`config.mk`:
```
export PLATFORM = sky130hd
export DESIGN_NAME = sv32_page_walk_split_access_flat
export DESIGN_NICKNAME = d
export VERILOG_FILES = /design/src/sv/swa_pkg.sv /design/src/sv/swa_if.sv /design/src/sv/sv32_page_walk_split_access.sv /design/src/sv/swa_core.sv /design/src/sv/swa_outq.sv /design/src/flat_wrapper.sv
export SDC_FILE = /design/constraint.sdc
export NUM_CORES = 1
export LEC_CHECK = 0
export BUFFER_PORTS_ARGS = -buffer_cell sky130_fd_sc_hd__buf_2
export CORE_MARGIN = 2
export CORE_UTILIZATION = 40
export DETAILED_ROUTE_END_ITERATION = 10
export HOLD_SLACK_MARGIN = 0.06
export PLACE_DENSITY = 0.6
export SYNTH_ARGS = -nofsm -noshare
export SYNTH_HDL_FRONTEND = slang
export SYNTH_SLANG_ARGS = --single-unit
```
`constraint.sdc`:
```
create_clock -name clock -period 13.7 [get_ports clock]
set_input_delay 2.74 -clock clock [delete_from_list [all_inputs] [get_ports clock]]
set_output_delay 2.74 -clock clock [all_outputs]
set_load 0.1 [all_outputs]
```
`src/sv/swa_pkg.sv`:
```
// ----------------------------------------------------------------------------
// swa_pkg
// Types, codes and small helpers shared by the Sv32 split-access walker.
// ----------------------------------------------------------------------------
`default_nettype none

package swa_pkg;

   // csr register indexes
   localparam logic CsrTranslationEnable = 1'b0;
   localparam logic CsrRootPageNumber    = 1'b1;
   localparam int   CsrDataWidth         = 22;

   // request codes
   localparam logic [1:0] ReqRead     = 2'd0;
   localparam logic [1:0] ReqWrite    = 2'd1;
   localparam logic [1:0] ReqResponse = 2'd2;

   // result codes
   localparam logic [1:0] KindRdReq  = 2'd0;
   localparam logic [1:0] KindWrReq  = 2'd1;
   localparam logic [1:0] KindRdData = 2'd2;
   localparam logic [1:0] KindFault  = 2'd3;

   localparam logic [2:0] EntryBytes = 3'd4;
   localparam logic [12:0] PageBytes = 13'd4096;

   typedef enum logic [3:0] {
      PH_IDLE      = 4'b0001,
      PH_WAIT_PDE  = 4'b0010,
      PH_WAIT_PTE  = 4'b0100,
      PH_WAIT_DATA = 4'b1000
   } phase_type;

   typedef struct packed {
      logic [1:0]  req_type;
      logic [31:0] virtual_address;
      logic [2:0]  access_length;
      logic [31:0] write_data;
      logic [31:0] response_data;
   } item_type;

   typedef struct packed {
      logic [1:0]  result_kind;
      logic [31:0] phys_address;
      logic [31:0] data_value;
      logic [2:0]  byte_count;
      logic        last_of_run;
   } result_type;

   typedef struct packed {
      logic                       translation_enable;
      logic [CsrDataWidth-1:0]    root_page_number;
   } cfg_type;

   // results handed from the walk logic to the result queue
   typedef struct packed {
      logic [1:0] push_count;
      result_type res0;
      result_type res1;
   } push_type;

   function automatic logic [31:0] byte_mask(input logic [2:0] n);
      logic [31:0] m;
      unique case (n)
         3'd0:    m = 32'h0000_0000;
         3'd1:    m = 32'h0000_00ff;
         3'd2:    m = 32'h0000_ffff;
         3'd3:    m = 32'h00ff_ffff;
         default: m = 32'hffff_ffff;
      endcase
      return m;
   endfunction

   // directory entry address: root page base plus the vpn[1] slot
   function automatic logic [31:0] dir_addr(input logic [CsrDataWidth-1:0] root,
                                            input logic [31:0] va);
      return {root[19:0], va[31:22], 2'b00};
   endfunction

   function automatic result_type make_result(input logic [1:0] kind,
                                              input logic [31:0] addr,
                                              input logic [31:0] data,
                                              input logic [2:0] count,
                                              input logic last);
      result_type r;
      r.result_kind  = kind;
      r.phys_address = addr;
      r.data_value   = data;
      r.byte_count   = count;
      r.last_of_run  = last;
      return r;
   endfunction

endpackage

`default_nettype wire

```
`src/sv/swa_if.sv`:
```
// ----------------------------------------------------------------------------
// swa channel interfaces
// Valid/ready channels for requests, results and csr writes.
// ----------------------------------------------------------------------------
`default_nettype none

interface swa_req_if;
   logic        valid;
   logic        ready;
   logic [1:0]  req_type;
   logic [31:0] virtual_address;
   logic [2:0]  access_length;
   logic [31:0] write_data;
   logic [31:0] response_data;

   modport source (output valid, req_type, virtual_address, access_length,
                   write_data, response_data, input ready);
   modport sink (input valid, req_type, virtual_address, access_length,
                 write_data, response_data, output ready);
endinterface

interface swa_rsp_if;
   logic        valid;
   logic        ready;
   logic [1:0]  result_kind;
   logic [31:0] phys_address;
   logic [31:0] data_value;
   logic [2:0]  byte_count;
   logic        last_of_run;

   modport source (output valid, result_kind, phys_address, data_value,
                   byte_count, last_of_run, input ready);
   modport sink (input valid, result_kind, phys_address, data_value,
                 byte_count, last_of_run, output ready);
endinterface

interface swa_csr_if;
   logic        valid;
   logic        ready;
   logic        index;
   logic [21:0] data;

   modport source (output valid, index, data, input ready);
   modport sink (input valid, index, data, output ready);
endinterface

`default_nettype wire

```
`src/sv/sv32_page_walk_split_access.sv`:
```
// ----------------------------------------------------------------------------
// sv32_page_walk_split_access
// Sv32 access unit: CPU reads and writes of 1 to 4 bytes and memory read
// responses come in on one channel; memory requests, read data and faults
// leave on the result channel. With translation on, each access walks the
// directory and table entries, and an access crossing a 4 KiB page runs two
// walks whose read halves are merged. The unit takes one item per cycle
// while the result queue has room: an accepted item is held in the input
// register, is decided there and lands in a two-entry result queue, which
// then offers its results on the result channel. Only the table entry of a
// split write's first page produces two results; any item whose results do
// not fit in the queue waits in the input register until the receiver has
// drained enough of it, which stalls the input. Csr writes are always accepted.
// ----------------------------------------------------------------------------
`default_nettype none

module sv32_page_walk_split_access (
   input  wire logic clock,
   input  wire logic reset,
   swa_req_if.sink   req_chan,
   swa_rsp_if.source rsp_chan,
   swa_csr_if.sink   csr_chan
);

   logic              in_valid_ff, in_valid_in;
   swa_pkg::item_type in_item_ff;
   swa_pkg::cfg_type  cfg_ff;
   logic              req_fire;
   logic              item_take;
   logic [1:0]        free_slots;
   swa_pkg::push_type push;

   assign req_chan.ready = !in_valid_ff || item_take;
   assign req_fire       = req_chan.valid && req_chan.ready;
   assign in_valid_in    = req_fire || (in_valid_ff && !item_take);
   assign csr_chan.ready = 1'b1;

   always_ff @(posedge clock) begin
      if (reset) begin
         in_valid_ff <= 1'b0;
      end else begin
         in_valid_ff <= in_valid_in;
      end
   end

   always_ff @(posedge clock) begin
      if (req_fire) begin
         in_item_ff.req_type        <= req_chan.req_type;
         in_item_ff.virtual_address <= req_chan.virtual_address;
         in_item_ff.access_length   <= req_chan.access_length;
         in_item_ff.write_data      <= req_chan.write_data;
         in_item_ff.response_data   <= req_chan.response_data;
      end
   end

   always_ff @(posedge clock) begin
      if (reset) begin
         cfg_ff <= '0;
      end else if (csr_chan.valid) begin
         unique case (csr_chan.index)
            swa_pkg::CsrTranslationEnable: cfg_ff.translation_enable <= csr_chan.data[0];
            swa_pkg::CsrRootPageNumber:    cfg_ff.root_page_number   <= csr_chan.data;
            default: begin
            end
         endcase
      end
   end

   swa_core u_core (
      .clock      (clock),
      .reset      (reset),
      .item_valid (in_valid_ff),
      .item       (in_item_ff),
      .cfg        (cfg_ff),
      .free_slots (free_slots),
      .item_take  (item_take),
      .push       (push)
   );

   swa_outq u_outq (
      .clock      (clock),
      .reset      (reset),
      .push       (push),
      .free_slots (free_slots),
      .rsp_chan   (rsp_chan)
   );

endmodule

`default_nettype wire

```
`src/sv/swa_core.sv`:
```
// ----------------------------------------------------------------------------
// swa_core
// Walk state and the single-pass decision for one registered item.
// ----------------------------------------------------------------------------
`default_nettype none

module swa_core (
   input  wire logic              clock,
   input  wire logic              reset,
   input  wire logic              item_valid,
   input  wire swa_pkg::item_type item,
   input  wire swa_pkg::cfg_type  cfg,
   input  wire logic [1:0]        free_slots,
   output logic                   item_take,
   output swa_pkg::push_type      push
);

   swa_pkg::phase_type phase_ff, phase_in;
   logic [31:0] saved_address_ff, saved_address_in;
   logic [2:0]  saved_length_ff, saved_length_in;
   logic [31:0] saved_write_value_ff, saved_write_value_in;
   logic        is_write_access_ff, is_write_access_in;
   logic [2:0]  first_part_bytes_ff, first_part_bytes_in;
   logic        on_second_part_ff, on_second_part_in;
   logic [31:0] first_part_value_ff, first_part_value_in;

   logic        is_cpu;
   logic        bad_len;
   logic [12:0] off_sum;
   logic [12:0] first_room;
   logic [31:0] next_page_va;
   logic [31:0] part_va;
   logic [2:0]  part_n;
   logic        split;
   logic [31:0] pte_base;
   logic [4:0]  merge_shift;
   logic [31:0] wr_val;
   logic [31:0] rd_val;
   logic [1:0]  nres;
   swa_pkg::result_type res0, res1;

   assign is_cpu       = (item.req_type == swa_pkg::ReqRead) ||
                         (item.req_type == swa_pkg::ReqWrite);
   assign bad_len      = (item.access_length == 3'd0) ||
                         (item.access_length[2] && (item.access_length[1:0] != 2'd0));
   assign off_sum      = {1'b0, item.virtual_address[11:0]} + {10'd0, item.access_length};
   assign first_room   = swa_pkg::PageBytes - {1'b0, item.virtual_address[11:0]};
   // second part starts on the next page, wrapping at the top of the space
   assign next_page_va = {saved_address_ff[31:12] + 20'd1, 12'h000};
   assign part_va      = on_second_part_ff ? next_page_va : saved_address_ff;
   assign part_n       = on_second_part_ff ? (saved_length_ff - first_part_bytes_ff)
                                           : first_part_bytes_ff;
   assign split        = first_part_bytes_ff < saved_length_ff;
   assign pte_base     = {item.response_data[29:10], 12'h000};
   assign merge_shift  = {first_part_bytes_ff[1:0], 3'b000};
   assign wr_val       = (on_second_part_ff ? (saved_write_value_ff >> merge_shift)
                                            : saved_write_value_ff)
                         & swa_pkg::byte_mask(part_n);
   assign rd_val       = item.response_data & swa_pkg::byte_mask(part_n);

   always_comb begin
      phase_in             = phase_ff;
      saved_address_in     = saved_address_ff;
      saved_length_in      = saved_length_ff;
      saved_write_value_in = saved_write_value_ff;
      is_write_access_in   = is_write_access_ff;
      first_part_bytes_in  = first_part_bytes_ff;
      on_second_part_in    = on_second_part_ff;
      first_part_value_in  = first_part_value_ff;
      nres                 = 2'd0;
      res0                 = '0;
      res1                 = '0;
      priority if (is_cpu) begin
         nres = 2'd1;
         priority if ((phase_ff != swa_pkg::PH_IDLE) || bad_len) begin
            res0 = swa_pkg::make_result(swa_pkg::KindFault, item.virtual_address,
                                        32'd0, item.access_length, 1'b1);
         end else if (!cfg.translation_enable) begin
            if (item.req_type == swa_pkg::ReqWrite) begin
               res0 = swa_pkg::make_result(swa_pkg::KindWrReq, item.virtual_address,
                         item.write_data & swa_pkg::byte_mask(item.access_length),
                         item.access_length, 1'b1);
            end else begin
               saved_address_in    = item.virtual_address;
               saved_length_in     = item.access_length;
               first_part_bytes_in = item.access_length;
               on_second_part_in   = 1'b0;
               is_write_access_in  = 1'b0;
               first_part_value_in = 32'd0;
               phase_in            = swa_pkg::PH_WAIT_DATA;
               res0 = swa_pkg::make_result(swa_pkg::KindRdReq, item.virtual_address,
                                           32'd0, item.access_length, 1'b1);
            end
         end else begin
            saved_address_in     = item.virtual_address;
            saved_length_in      = item.access_length;
            saved_write_value_in = item.write_data;
            is_write_access_in   = (item.req_type == swa_pkg::ReqWrite);
            first_part_bytes_in  = (off_sum > swa_pkg::PageBytes) ? first_room[2:0]
                                                                   : item.access_length;
            on_second_part_in    = 1'b0;
            first_part_value_in  = 32'd0;
            phase_in             = swa_pkg::PH_WAIT_PDE;
            res0 = swa_pkg::make_result(swa_pkg::KindRdReq,
                      swa_pkg::dir_addr(cfg.root_page_number, item.virtual_address),
                      32'd0, swa_pkg::EntryBytes, 1'b1);
         end
      end else if ((item.req_type == swa_pkg::ReqResponse) &&
                   (phase_ff != swa_pkg::PH_IDLE)) begin
         nres = 2'd1;
         unique case (phase_ff)
            swa_pkg::PH_WAIT_PDE, swa_pkg::PH_WAIT_PTE: begin
               priority if (!item.response_data[0]) begin
                  res0 = swa_pkg::make_result(swa_pkg::KindFault, part_va, 32'd0,
                                              saved_length_ff, 1'b1);
                  phase_in = swa_pkg::PH_IDLE;
               end else if (phase_ff == swa_pkg::PH_WAIT_PDE) begin
                  res0 = swa_pkg::make_result(swa_pkg::KindRdReq,
                            pte_base | {20'd0, part_va[21:12], 2'b00},
                            32'd0, swa_pkg::EntryBytes, 1'b1);
                  phase_in = swa_pkg::PH_WAIT_PTE;
               end else if (is_write_access_ff) begin
                  if (!on_second_part_ff && split) begin
                     // first half goes out with the walk for the next page
                     nres = 2'd2;
                     res0 = swa_pkg::make_result(swa_pkg::KindWrReq,
                               pte_base | {20'd0, part_va[11:0]}, wr_val, part_n, 1'b0);
                     res1 = swa_pkg::make_result(swa_pkg::KindRdReq,
                               swa_pkg::dir_addr(cfg.root_page_number, next_page_va),
                               32'd0, swa_pkg::EntryBytes, 1'b1);
                     on_second_part_in = 1'b1;
                     phase_in          = swa_pkg::PH_WAIT_PDE;
                  end else begin
                     res0 = swa_pkg::make_result(swa_pkg::KindWrReq,
                               pte_base | {20'd0, part_va[11:0]}, wr_val, part_n, 1'b1);
                     phase_in = swa_pkg::PH_IDLE;
                  end
               end else begin
                  res0 = swa_pkg::make_result(swa_pkg::KindRdReq,
                            pte_base | {20'd0, part_va[11:0]}, 32'd0, part_n, 1'b1);
                  phase_in = swa_pkg::PH_WAIT_DATA;
               end
            end
            swa_pkg::PH_WAIT_DATA: begin
               if (!on_second_part_ff && split) begin
                  first_part_value_in = rd_val;
                  on_second_part_in   = 1'b1;
                  phase_in            = swa_pkg::PH_WAIT_PDE;
                  res0 = swa_pkg::make_result(swa_pkg::KindRdReq,
                            swa_pkg::dir_addr(cfg.root_page_number, next_page_va),
                            32'd0, swa_pkg::EntryBytes, 1'b1);
               end else begin
                  res0 = swa_pkg::make_result(swa_pkg::KindRdData, 32'd0,
                            on_second_part_ff ? (first_part_value_ff | (rd_val << merge_shift))
                                              : rd_val,
                            saved_length_ff, 1'b1);
                  phase_in = swa_pkg::PH_IDLE;
               end
            end
            default: begin
               nres = 2'd0;
            end
         endcase
      end else begin
         nres = 2'd0;
      end
   end

   assign item_take       = item_valid && (nres <= free_slots);
   assign push.push_count = item_take ? nres : 2'd0;
   assign push.res0       = res0;
   assign push.res1       = res1;

   always_ff @(posedge clock) begin
      if (reset) begin
         phase_ff           <= swa_pkg::PH_IDLE;
         is_write_access_ff <= 1'b0;
         on_second_part_ff  <= 1'b0;
      end else if (item_take) begin
         phase_ff           <= phase_in;
         is_write_access_ff <= is_write_access_in;
         on_second_part_ff  <= on_second_part_in;
      end
   end

   always_ff @(posedge clock) begin
      if (item_take) begin
         saved_address_ff     <= saved_address_in;
         saved_length_ff      <= saved_length_in;
         saved_write_value_ff <= saved_write_value_in;
         first_part_bytes_ff  <= first_part_bytes_in;
         first_part_value_ff  <= first_part_value_in;
      end
   end

`ifndef SYNTHESIS
   a_two_results: assert property (@(posedge clock) disable iff (reset)
      (push.push_count == 2'd2) |->
         ((push.res0.result_kind == swa_pkg::KindWrReq) && !push.res0.last_of_run &&
          (push.res1.result_kind == swa_pkg::KindRdReq) && push.res1.last_of_run))
      else $error("two-result transfer is not a split write plus walk");
   a_single_last: assert property (@(posedge clock) disable iff (reset)
      (push.push_count == 2'd1) |-> push.res0.last_of_run)
      else $error("single result without last flag");
   a_fault_ends_walk: assert property (@(posedge clock) disable iff (reset)
      (item_take && (item.req_type == swa_pkg::ReqResponse) &&
       (push.push_count == 2'd1) && (push.res0.result_kind == swa_pkg::KindFault))
      |=> (phase_ff == swa_pkg::PH_IDLE))
      else $error("walk still busy after an entry fault");
`endif

endmodule

`default_nettype wire

```
`src/sv/swa_outq.sv`:
```
// ----------------------------------------------------------------------------
// swa_outq
// Two-entry result queue that drives the result channel.
// ----------------------------------------------------------------------------
`default_nettype none

module swa_outq (
   input  wire logic              clock,
   input  wire logic              reset,
   input  wire swa_pkg::push_type push,
   output logic [1:0]             free_slots,
   swa_rsp_if.source              rsp_chan
);

   logic [1:0] count_ff, count_in;
   swa_pkg::result_type slot_ff [2];
   swa_pkg::result_type slot_in [2];
   logic       pop;
   logic [1:0] remain;

   assign pop        = (count_ff != 2'd0) && rsp_chan.ready;
   assign free_slots = 2'd2 - count_ff + {1'b0, pop};
   assign remain     = count_ff - {1'b0, pop};

   always_comb begin
      slot_in[0] = slot_ff[0];
      slot_in[1] = slot_ff[1];
      if (pop) begin
         slot_in[0] = slot_ff[1];
      end
      if (push.push_count != 2'd0) begin
         if (remain == 2'd0) begin
            slot_in[0] = push.res0;
         end else begin
            slot_in[1] = push.res0;
         end
      end
      if (push.push_count == 2'd2) begin
         slot_in[1] = push.res1;
      end
      count_in = remain + push.push_count;
   end

   always_ff @(posedge clock) begin
      if (reset) begin
         count_ff <= 2'd0;
      end else begin
         count_ff <= count_in;
      end
   end

   always_ff @(posedge clock) begin
      slot_ff[0] <= slot_in[0];
      slot_ff[1] <= slot_in[1];
   end

   assign rsp_chan.valid        = count_ff != 2'd0;
   assign rsp_chan.result_kind  = slot_ff[0].result_kind;
   assign rsp_chan.phys_address = slot_ff[0].phys_address;
   assign rsp_chan.data_value   = slot_ff[0].data_value;
   assign rsp_chan.byte_count   = slot_ff[0].byte_count;
   assign rsp_chan.last_of_run  = slot_ff[0].last_of_run;

`ifndef SYNTHESIS
   a_no_overflow: assert property (@(posedge clock) disable iff (reset)
      push.push_count <= free_slots)
      else $error("result queue overflow");
   a_count_range: assert property (@(posedge clock) disable iff (reset)
      count_ff != 2'd3)
      else $error("result queue count out of range");
   a_drain_shift: assert property (@(posedge clock) disable iff (reset)
      ((count_ff == 2'd2) && pop && (push.push_count == 2'd0)) |=>
         ((count_ff == 2'd1) && (slot_ff[0] == $past(slot_ff[1]))))
      else $error("result queue lost its second entry");
`endif

endmodule

`default_nettype wire
```
`src/flat_wrapper.sv`:
```
// flat-port wrapper written by rule: the top's interface ports become plain ports
module sv32_page_walk_split_access_flat 
  (clock, reset, req_chan_valid, req_chan_req_type, req_chan_virtual_address, req_chan_access_length, req_chan_write_data, req_chan_response_data, req_chan_ready, rsp_chan_valid, rsp_chan_result_kind, rsp_chan_phys_address, rsp_chan_data_value, rsp_chan_byte_count, rsp_chan_last_of_run, rsp_chan_ready, csr_chan_valid, csr_chan_index, csr_chan_data, csr_chan_ready);
  swa_req_if req_chan_i ();
  swa_rsp_if rsp_chan_i ();
  swa_csr_if csr_chan_i ();
  input  wire logic clock;
  input  wire logic reset;
  input wire logic [$bits(req_chan_i.valid)-1:0] req_chan_valid;
  input wire logic [$bits(req_chan_i.req_type)-1:0] req_chan_req_type;
  input wire logic [$bits(req_chan_i.virtual_address)-1:0] req_chan_virtual_address;
  input wire logic [$bits(req_chan_i.access_length)-1:0] req_chan_access_length;
  input wire logic [$bits(req_chan_i.write_data)-1:0] req_chan_write_data;
  input wire logic [$bits(req_chan_i.response_data)-1:0] req_chan_response_data;
  output wire logic [$bits(req_chan_i.ready)-1:0] req_chan_ready;
  output wire logic [$bits(rsp_chan_i.valid)-1:0] rsp_chan_valid;
  output wire logic [$bits(rsp_chan_i.result_kind)-1:0] rsp_chan_result_kind;
  output wire logic [$bits(rsp_chan_i.phys_address)-1:0] rsp_chan_phys_address;
  output wire logic [$bits(rsp_chan_i.data_value)-1:0] rsp_chan_data_value;
  output wire logic [$bits(rsp_chan_i.byte_count)-1:0] rsp_chan_byte_count;
  output wire logic [$bits(rsp_chan_i.last_of_run)-1:0] rsp_chan_last_of_run;
  input wire logic [$bits(rsp_chan_i.ready)-1:0] rsp_chan_ready;
  input wire logic [$bits(csr_chan_i.valid)-1:0] csr_chan_valid;
  input wire logic [$bits(csr_chan_i.index)-1:0] csr_chan_index;
  input wire logic [$bits(csr_chan_i.data)-1:0] csr_chan_data;
  output wire logic [$bits(csr_chan_i.ready)-1:0] csr_chan_ready;
  assign req_chan_i.valid = req_chan_valid;
  assign req_chan_i.req_type = req_chan_req_type;
  assign req_chan_i.virtual_address = req_chan_virtual_address;
  assign req_chan_i.access_length = req_chan_access_length;
  assign req_chan_i.write_data = req_chan_write_data;
  assign req_chan_i.response_data = req_chan_response_data;
  assign req_chan_ready = req_chan_i.ready;
  assign rsp_chan_valid = rsp_chan_i.valid;
  assign rsp_chan_result_kind = rsp_chan_i.result_kind;
  assign rsp_chan_phys_address = rsp_chan_i.phys_address;
  assign rsp_chan_data_value = rsp_chan_i.data_value;
  assign rsp_chan_byte_count = rsp_chan_i.byte_count;
  assign rsp_chan_last_of_run = rsp_chan_i.last_of_run;
  assign rsp_chan_i.ready = rsp_chan_ready;
  assign csr_chan_i.valid = csr_chan_valid;
  assign csr_chan_i.index = csr_chan_index;
  assign csr_chan_i.data = csr_chan_data;
  assign csr_chan_ready = csr_chan_i.ready;
  sv32_page_walk_split_access u_core (.clock(clock), .reset(reset), .req_chan(req_chan_i), .rsp_chan(rsp_chan_i), .csr_chan(csr_chan_i));
endmodule
```
==> impl_results.md, run 1 <==
* Outcome: complete, no violations
* YS warnings at 0
* Slew @ Worst Pin at 1.203 ns
* Post_cts resized at 0
* Max FO, Critical Path at 38
* Placed Instances at 2444
* Longest Clk Path Bufs at 3
* Number of global-route vias before repair at 14340
* Worst hold path type: flop to flop
* Complex-gate fraction of the synthesized area at 0.1767
* IO Port Bufs at 198
* Largest net degree at the start of global routing at 77
* Xor/xnor share of the synthesized area at 0.01622
* 1st-pass router iterations at 6
* Final Non-Filler Cells at 2524
* Clk pin slew, worst setup/hold paths at 0.05 ns
* Post-synthesis adder-cell area fraction at 0.01113
* Final TNS setup at 0 ns
* Drt drc at 0
* Total CTS buffers at 44
* Total track usage at 0.2518
* Std-Cell Rows at 78
* GRT Residual Overflow at 0
* CTS Hold Bufs at 0
* Post-Syn Instances at 1807
* Simple-gate share of the synthesized area at 0.1750
* Mean Syn Cell Area at 10.08 sq um
* Async SR Flop Fraction at 0
* Fmax at 119.1 MHz
* Post-CTS Setup Bufs at 0
* Clk_lat worst skew at 0.57 ns
* Routed WL per cell at 24.09 um
* Endpoints failing setup at 0
* Core Util, Final at 0.4564
* CP peak stage delay at 0.63 ns
* Period minus WS final at 8.395 ns
* Fin crit share at 0.6128
* Worst reg2reg path startpoint: u_core.u_core.first_part_bytes_ff[1]$_DFFE_PP_
* VDD IR-drop max at 0.1529 mV
* CP startpoint: rsp_chan_ready
* IO Count at 202
* Die Ht at 217.4 um
* Reg2Reg Depth at 13
* # nets final at 2034
* Most frequent cells in the layout: nand2_1 (269), edfxtp_1 (235), buf_2 (198), a21oi_1 (167), dfxtp_1 (137)
* CTS root buf: clkbuf_16
* CP Capture Type: primary output
* Die Wd at 217.4 um
* Max-Slew Margin vs Limit at 0.1979
* RD Place Congestion at 0.8975
* Slew Viols, Final at 0
* Initial DRC Count at 1248
* RSZ-0062 raised after global routing: false
* CP delay by family, top: buffers and inverters
* Post-synthesis mux area share at 0.01821
* Layout area overhead at 13.27%
* Sequential share of the synthesized area at 0.5393
* Hpwl dp at 41670 um
* Final hold vios at 0
* Post-route ant nets at 0
* CP Cell Sequence: buf_2 > nand2_2 > buf_4 > inv_2 > ha_1 > inv_1 > ha_1 > nand2_1 > o21ai_1 > inv_1 > nand2_1 > buf_2
* Worst Path Buf+Inv at 6
* Main combinational cell family by area after synthesis: compound AO/OA/AOI/OAI gates
* Yosys cell types at 90
* Leakage at 0.007808 uW
* Synthesized flop and latch total at 373
* Vias at 14860
* Levels on crit path at 12
* Clk sinks at 373
* Setup CP Type: input pin to primary output
* Post-synth EDFFs at 235
* Via density at 5.888
* Min-Delay Path Depth at 0
* Initial antenna violation count at 0
* Core ar. at 45190 sq um
* Die area at 47240 sq um
* Power Total at 4389 uW
* Area of the mapped netlist at 18210 sq um
* Ratio of cells with drive above 1 in the final layout at 0.1767
* Arrival @ worst endpoint at 5.66 ns
* Worst hold start: u_core.in_item_ff[84]$_DFFE_PP_
* Initial Util at 0.4029
* DRT Wirelength at 60810 um
* Commonest non-fill, non-tap cell in the layout: nand2_1
* Post-Syn Nets at 1951
* Ys flop type: edfxtp_1
* Skew final at 0.01501 ns
* Max_cap viols at 0
* Slowest-stage cell, CP: nand2_2
* Antenna fix cells at 0
* Setup crit start kind: input pin
* Critical path required time at 10.96 ns
* Filler cells at 4228
* First-pass GRT wire length at 90130 um
* H-tree depth at 2
* Pwr per Cell Area at 212.8 nW/um^2
* CTS tree: done
## state kept, by name (all words and copies together) (netlist names)
signal                              flops
u_core.in_item_ff                     101
u_core.u_core.saved_length_ff           3
u_core.u_outq.count_ff                  2
u_core.u_core.saved_address_ff         32
u_core.u_core.saved_write_value_ff     32
u_core.cfg_ff                          21
u_core.u_core.first_part_value_ff      32
u_core.u_core.first_part_bytes_ff       3
u_core.u_outq.slot_ff                 140
u_core.in_valid_ff                      1
u_core.u_core.phase_ff                  4
u_core.u_core.on_second_part_ff         1
u_core.u_core.is_write_access_ff        1
## worst paths after layout
check	slack [ns]	endpoint
max reg2reg	7.98	u_core.u_outq.slot_ff[0][131]$_DFFE_PP_
min reg2reg	0.46	u_core.u_core.saved_address_ff[17]$_DFFE_PP_
min	0.46	u_core.u_core.saved_address_ff[17]$_DFFE_PP_
max	5.30	req_chan_ready
## layout make-up
cell class	count	area, sq um	area share
Sequential cell	373	9821	0.4762
Tap cell	600	750.7	0.03640
Clock buffer	62	1261	0.06115
Clock inverter	18	172.7	0.008372
Timing Repair Buffer	226	1201	0.05824
Inverter	35	131.4	0.006370
Multi-Input combinational cell	1210	7286	0.3533
## synthesized netlist by cell type (5+ instances only)
master	n	share of area
xnor2_1	21	0.010
o211ai_1	6	0.0025
xor2_1	9	0.0043
a211oi_1	25	0.010
mux2_2	9	0.0056
dfxtp_1	138	0.15
nor2b_1	23	0.0079
and2_1	14	0.0048
clkbuf_1	87	0.018
a32oi_1	5	0.0024
nand2_1	271	0.056
inv_1	32	0.0066
or3_1	6	0.0021
buf_1	5	0.0010
a22o_1	46	0.022
edfxtp_1	235	0.39
o221ai_1	12	0.0058
a21oi_1	168	0.046
mux2i_1	23	0.013
and3_1	85	0.029
a222oi_1	9	0.0049
nor4_1	14	0.0048
buf_4	75	0.031
o21ai_0	83	0.023
nor2_1	76	0.016
a2111oi_0	11	0.0053
ha_1	13	0.0089
a21o_1	5	0.0021
nand2b_1	15	0.0052
a31oi_1	32	0.011
buf_2	22	0.0060
nor3_1	26	0.0071
nand3_1	53	0.015
nand3b_1	5	0.0021
a22oi_1	22	0.0091
o22ai_1	8	0.0027
nand4_1	15	0.0052
a221oi_1	15	0.0072
## per-layer routing
metal,vias up,routed length (um),global-route usage,part of all wire
li1,6808,-,-,-
met1,7241,26050,0.3347,0.43
met2,670,28340,0.4145,0.47
met3,142,3871,0.03242,0.064
met4,0,2543,0.1057,0.042
met5,-,0,0,0
## per-stage QoR
step / setup WS (ns) / hold WS (ns) / instance area [sq um]
6_report: 5.305 / 0.4609 / 20620
5_1_grt: 5.099 / 0.4651 / 20620
4_1_cts: 5.300 / 0.4551 / 20620
3_5_place_dp: 5.303 / 0.4404 / 19190
3_3_place_gp: 5.322 / 0.4287 / 19190
2_1_floorplan: 3.735 / 0.4180 / 18210
## kinds of logic (layout without fill, tap and decap cells)
kind of cell | count (synthesis) | in the layout
DFF | 373 | 373
xor gates and xnor gates | 32 | 32
and+or+nand+nor | 639 | 639
buffers and inverters | 224 | 341
adders and majority gates | 15 | 15
muxes | 32 | 32
other | 1 | 1
AOI/OAI and AO/OA | 491 | 491
## where the power goes
group / switching [uW] / leakage (uW) / internal, uW
Combinational: 1250 / 0.00374 / 346
Sequential: 166 / 0.00337 / 1460
Clock: 469 / 0.000699 / 698
Power figures use the tool's default switching activity.
==> inputs of run 2 (changes only) <==
--- a/config.mk
+++ b/config.mk
@@ -10,7 +10,7 @@
 export CORE_UTILIZATION = 40
 export DETAILED_ROUTE_END_ITERATION = 10
 export HOLD_SLACK_MARGIN = 0.06
-export PLACE_DENSITY = 0.6
+export PLACE_DENSITY = 0.62
 export SYNTH_ARGS = -nofsm -noshare
 export SYNTH_HDL_FRONTEND = slang
 export SYNTH_SLANG_ARGS = --single-unit
==> constraint.sdc (replaced) <==
create_clock -name clock -period 7.5 [get_ports clock]
set_input_delay 1.5 -clock clock [delete_from_list [all_inputs] [get_ports clock]]
set_output_delay 1.5 -clock clock [all_outputs]
set_load 0.1 [all_outputs]
==> run 2 against run 1 <==
Sequential share of layout area is 0.078 points lower; core utilization up 0.075 points; critical path type is now flop to primary output; flip-flop and latch count stayed put; sequential power rose by 83%; first-iteration DRC count rose by 17%; die area stayed put; combinational power up 82%; critical path depth increased by 1; via count decreased by 0.85%; count of clock-buffer cells in the layout down 3; wire length is 2.9% lower.
==> impl_results.md, run 2 (synthesis gave the netlist of run 1 again) <==
* Max FO, Critical Path at 30 (-21%)
* Die area at 47240 sq um (unchanged)
* Commonest non-fill, non-tap cell in the layout: nand2_1
* Filler cells at 4263 (+0.83%)
* Fin crit share at 0.7935
* Drt drc at 0 (unchanged)
* R2R Setup Slk at 2.21 ns (-5.77 ns)
* Final TNS setup at 0 ns (unchanged)
* Crit path top cell by count: ha_1
* DRT Wirelength at 59050 um (-2.9%)
* Worst Path Buf+Inv at 4 (-2)
* CP delay by family, top: buffers and inverters
* Max-Slew Margin vs Limit at 0.1568 (-0.04114)
* # nets final at 2033 (-0.049%)
* Biggest regs: u_core.u_outq.slot_ff: 140 flops, u_core.in_item_ff: 101 flops
* Arrival @ worst endpoint at 4.45 ns (-1.21 ns)
* Final Non-Filler Cells at 2523 (-0.040%)
* Max reg flops at 140 (unchanged)
* IO Count at 202 (unchanged)
* Slowest-stage cell, CP: nor4_1
* Die Wd at 217.4 um (unchanged)
* Total CTS buffers at 43 (-2.3%)
* CTS Hold Bufs at 0 (unchanged)
* 1st-pass router iterations at 6 (unchanged)
* Std-Cell Rows at 78 (unchanged)
* Vias at 14740 (-0.85%)
* VDD IR-drop max at 0.3087 mV (+100%)
* Pwr per Cell Area at 389.6 nW/um^2 (+83%)
* CTS tree: done
* Critical path required time at 6.00 ns (-4.96 ns)
* Post-route ant nets at 0 (unchanged)
* Routed WL per cell at 23.40 um (-2.9%)
* Endpoints failing setup at 0 (unchanged)
* CP Capture Type: primary output
* Outcome: complete, no violations
* Most frequent cells in the layout: nand2_1 (270), edfxtp_1 (235), buf_2 (198), a21oi_1 (167), dfxtp_1 (137)
* RD Place Congestion at 0.9405 (+4.8%)
* CTS root buf: clkbuf_16
* RSZ-0062 raised after global routing: false
* Skew final at 0.02017 ns (+0.005163 ns)
* Slew Viols, Final at 0 (unchanged)
* Largest net degree at the start of global routing at 83 (+7.8%)
* Antenna fix cells at 0 (unchanged)
* Leakage at 0.007825 uW (+0.22%)
* Min-Delay Path Depth at 0 (unchanged)
* Initial Util at 0.4029 (unchanged)
* Worst hold path type: flop to flop
* Worst hold start: u_core.in_item_ff[61]$_DFFE_PP_
* Biggest register: u_core.u_outq.slot_ff
* Placed Instances at 2444 (unchanged)
* Initial DRC Count at 1462 (+17%)
* Worst reg2reg path startpoint: u_core.u_core.first_part_bytes_ff[1]$_DFFE_PP_
* Period minus WS final at 5.951 ns
* Number of global-route vias before repair at 14340 (-0.028%)
* Worst hold endpoint: u_core.u_core.saved_write_value_ff[29]$_DFFE_PP_
* Max_cap viols at 0 (unchanged)
* Via density at 5.840 (-0.81%)
* Ratio of cells with drive above 1 in the final layout at 0.1747 (-0.001988)
* H-tree depth at 2 (unchanged)
* FF-to-FF End: u_core.u_outq.slot_ff[0][1]$_DFF_P_
* Setup CP Type: flop to primary output
* Slew @ Worst Pin at 1.255 ns (+0.05228 ns)
* Reg2Reg Depth at 15 (+2)
* CP startpoint: u_core.u_core.first_part_bytes_ff[1]$_DFFE_PP_
* Total track usage at 0.2456 (-0.006163)
* Die Ht at 217.4 um (unchanged)
* Fmax at 168.0 MHz
* Power Total at 8048 uW (+83%)
* First-pass GRT wire length at 88120 um (-2.2%)
* CP Cell Sequence: buf_4 > clkinv_1 > ha_1 > a31oi_1 > a21bo_1 > nor4_1 > or2_2 > ha_1 > nor2b_1 > o21ai_1 > inv_1 > nand2_1 > buf_2
* Post-CTS Setup Bufs at 0 (unchanged)
* Setup crit start kind: flop
* Layout area overhead at 13.46%
* IO Port Bufs at 198 (unchanged)
* Core ar. at 45190 sq um (unchanged)
* Hpwl dp at 40640 um (-2.5%)
* Hold Slack at 0.4521 ns (-0.008805 ns)
* GRT Residual Overflow at 0 (unchanged)
* Clk sinks at 373 (unchanged)
* Post_cts resized at 0 (unchanged)
* Clk_lat worst skew at 0.57 ns (about the same)
* CP peak stage delay at 0.49 ns (-0.14 ns)
* Initial antenna violation count at 1 (+1)
* Clk pin slew, worst setup/hold paths at 0.06 ns (about the same)
* Final hold vios at 0 (unchanged)
* Longest Clk Path Bufs at 3 (unchanged)
-- run 2: cell count changes in the layout (fill, tap and decap cells not counted), sizes merged --
cell	before	now
clkbuf	62	59
bufinv	3	5
clkinv	13	15
clkinvlp	3	1
-- run 2: worst reg2reg max path, delay by kind of cell, from the launching register on --
| kind | cells | cell delay, ns |
|---|---|---|
| and+or+nand+nor | 6 | 2.19 |
| buffers and inverters | 3 | 1.15 |
| AOI/OAI and AO/OA | 4 | 0.97 |
| adders and majority gates | 2 | 0.59 |
| DFF | 1 | 0.32 |
-- run 2: metrics by stage --
step / setup WS, ns / util / area (sq um)
final: 1.549 / 0.4572 / 20660
after global placement: 1.896 / 0.4251 / 19210
after detailed placement: 1.935 / 0.4251 / 19210
after floorplan: 1.046 / - / 18220
after CTS: 1.567 / 0.4572 / 20660
after global routing: 1.277 / 0.4572 / 20660
-- run 2: power by group --
part           switching [uW]  internal, uW
clock                     857          1310
sequential                300          2660
combinational            2290           635
-- run 2: area by class of cell --
type                            instances  area (sq um)  share of cell area
Sequential cell                       373          9821              0.4754
Tap cell                              600         750.7             0.03634
Inverter                               35         131.4            0.006360
Timing Repair Buffer                  226          1226             0.05936
Multi-Input combinational cell       1210          7281              0.3525
Clock buffer                           59          1219             0.05899
Clock inverter                         20         229.0             0.01108
-- run 2: worst max path at each step --
stage	to	cells past startpoint
after detailed placement	req_chan_ready	10
after CTS	req_chan_ready	13
final	req_chan_ready	13
after global placement	req_chan_ready	10
after global routing	req_chan_ready	13
after floorplan	u_core.in_item_ff[0]$_DFFE_PP_	10
-- run 2: layer usage --
metal,routed length (um),GRT usage,vias up
met2,27670,0.3997,695
met3,4515,0.03676,128
met5,0,0,-
met4,2541,0.1142,0
met1,24320,0.3228,7100
li1,-,-,6812
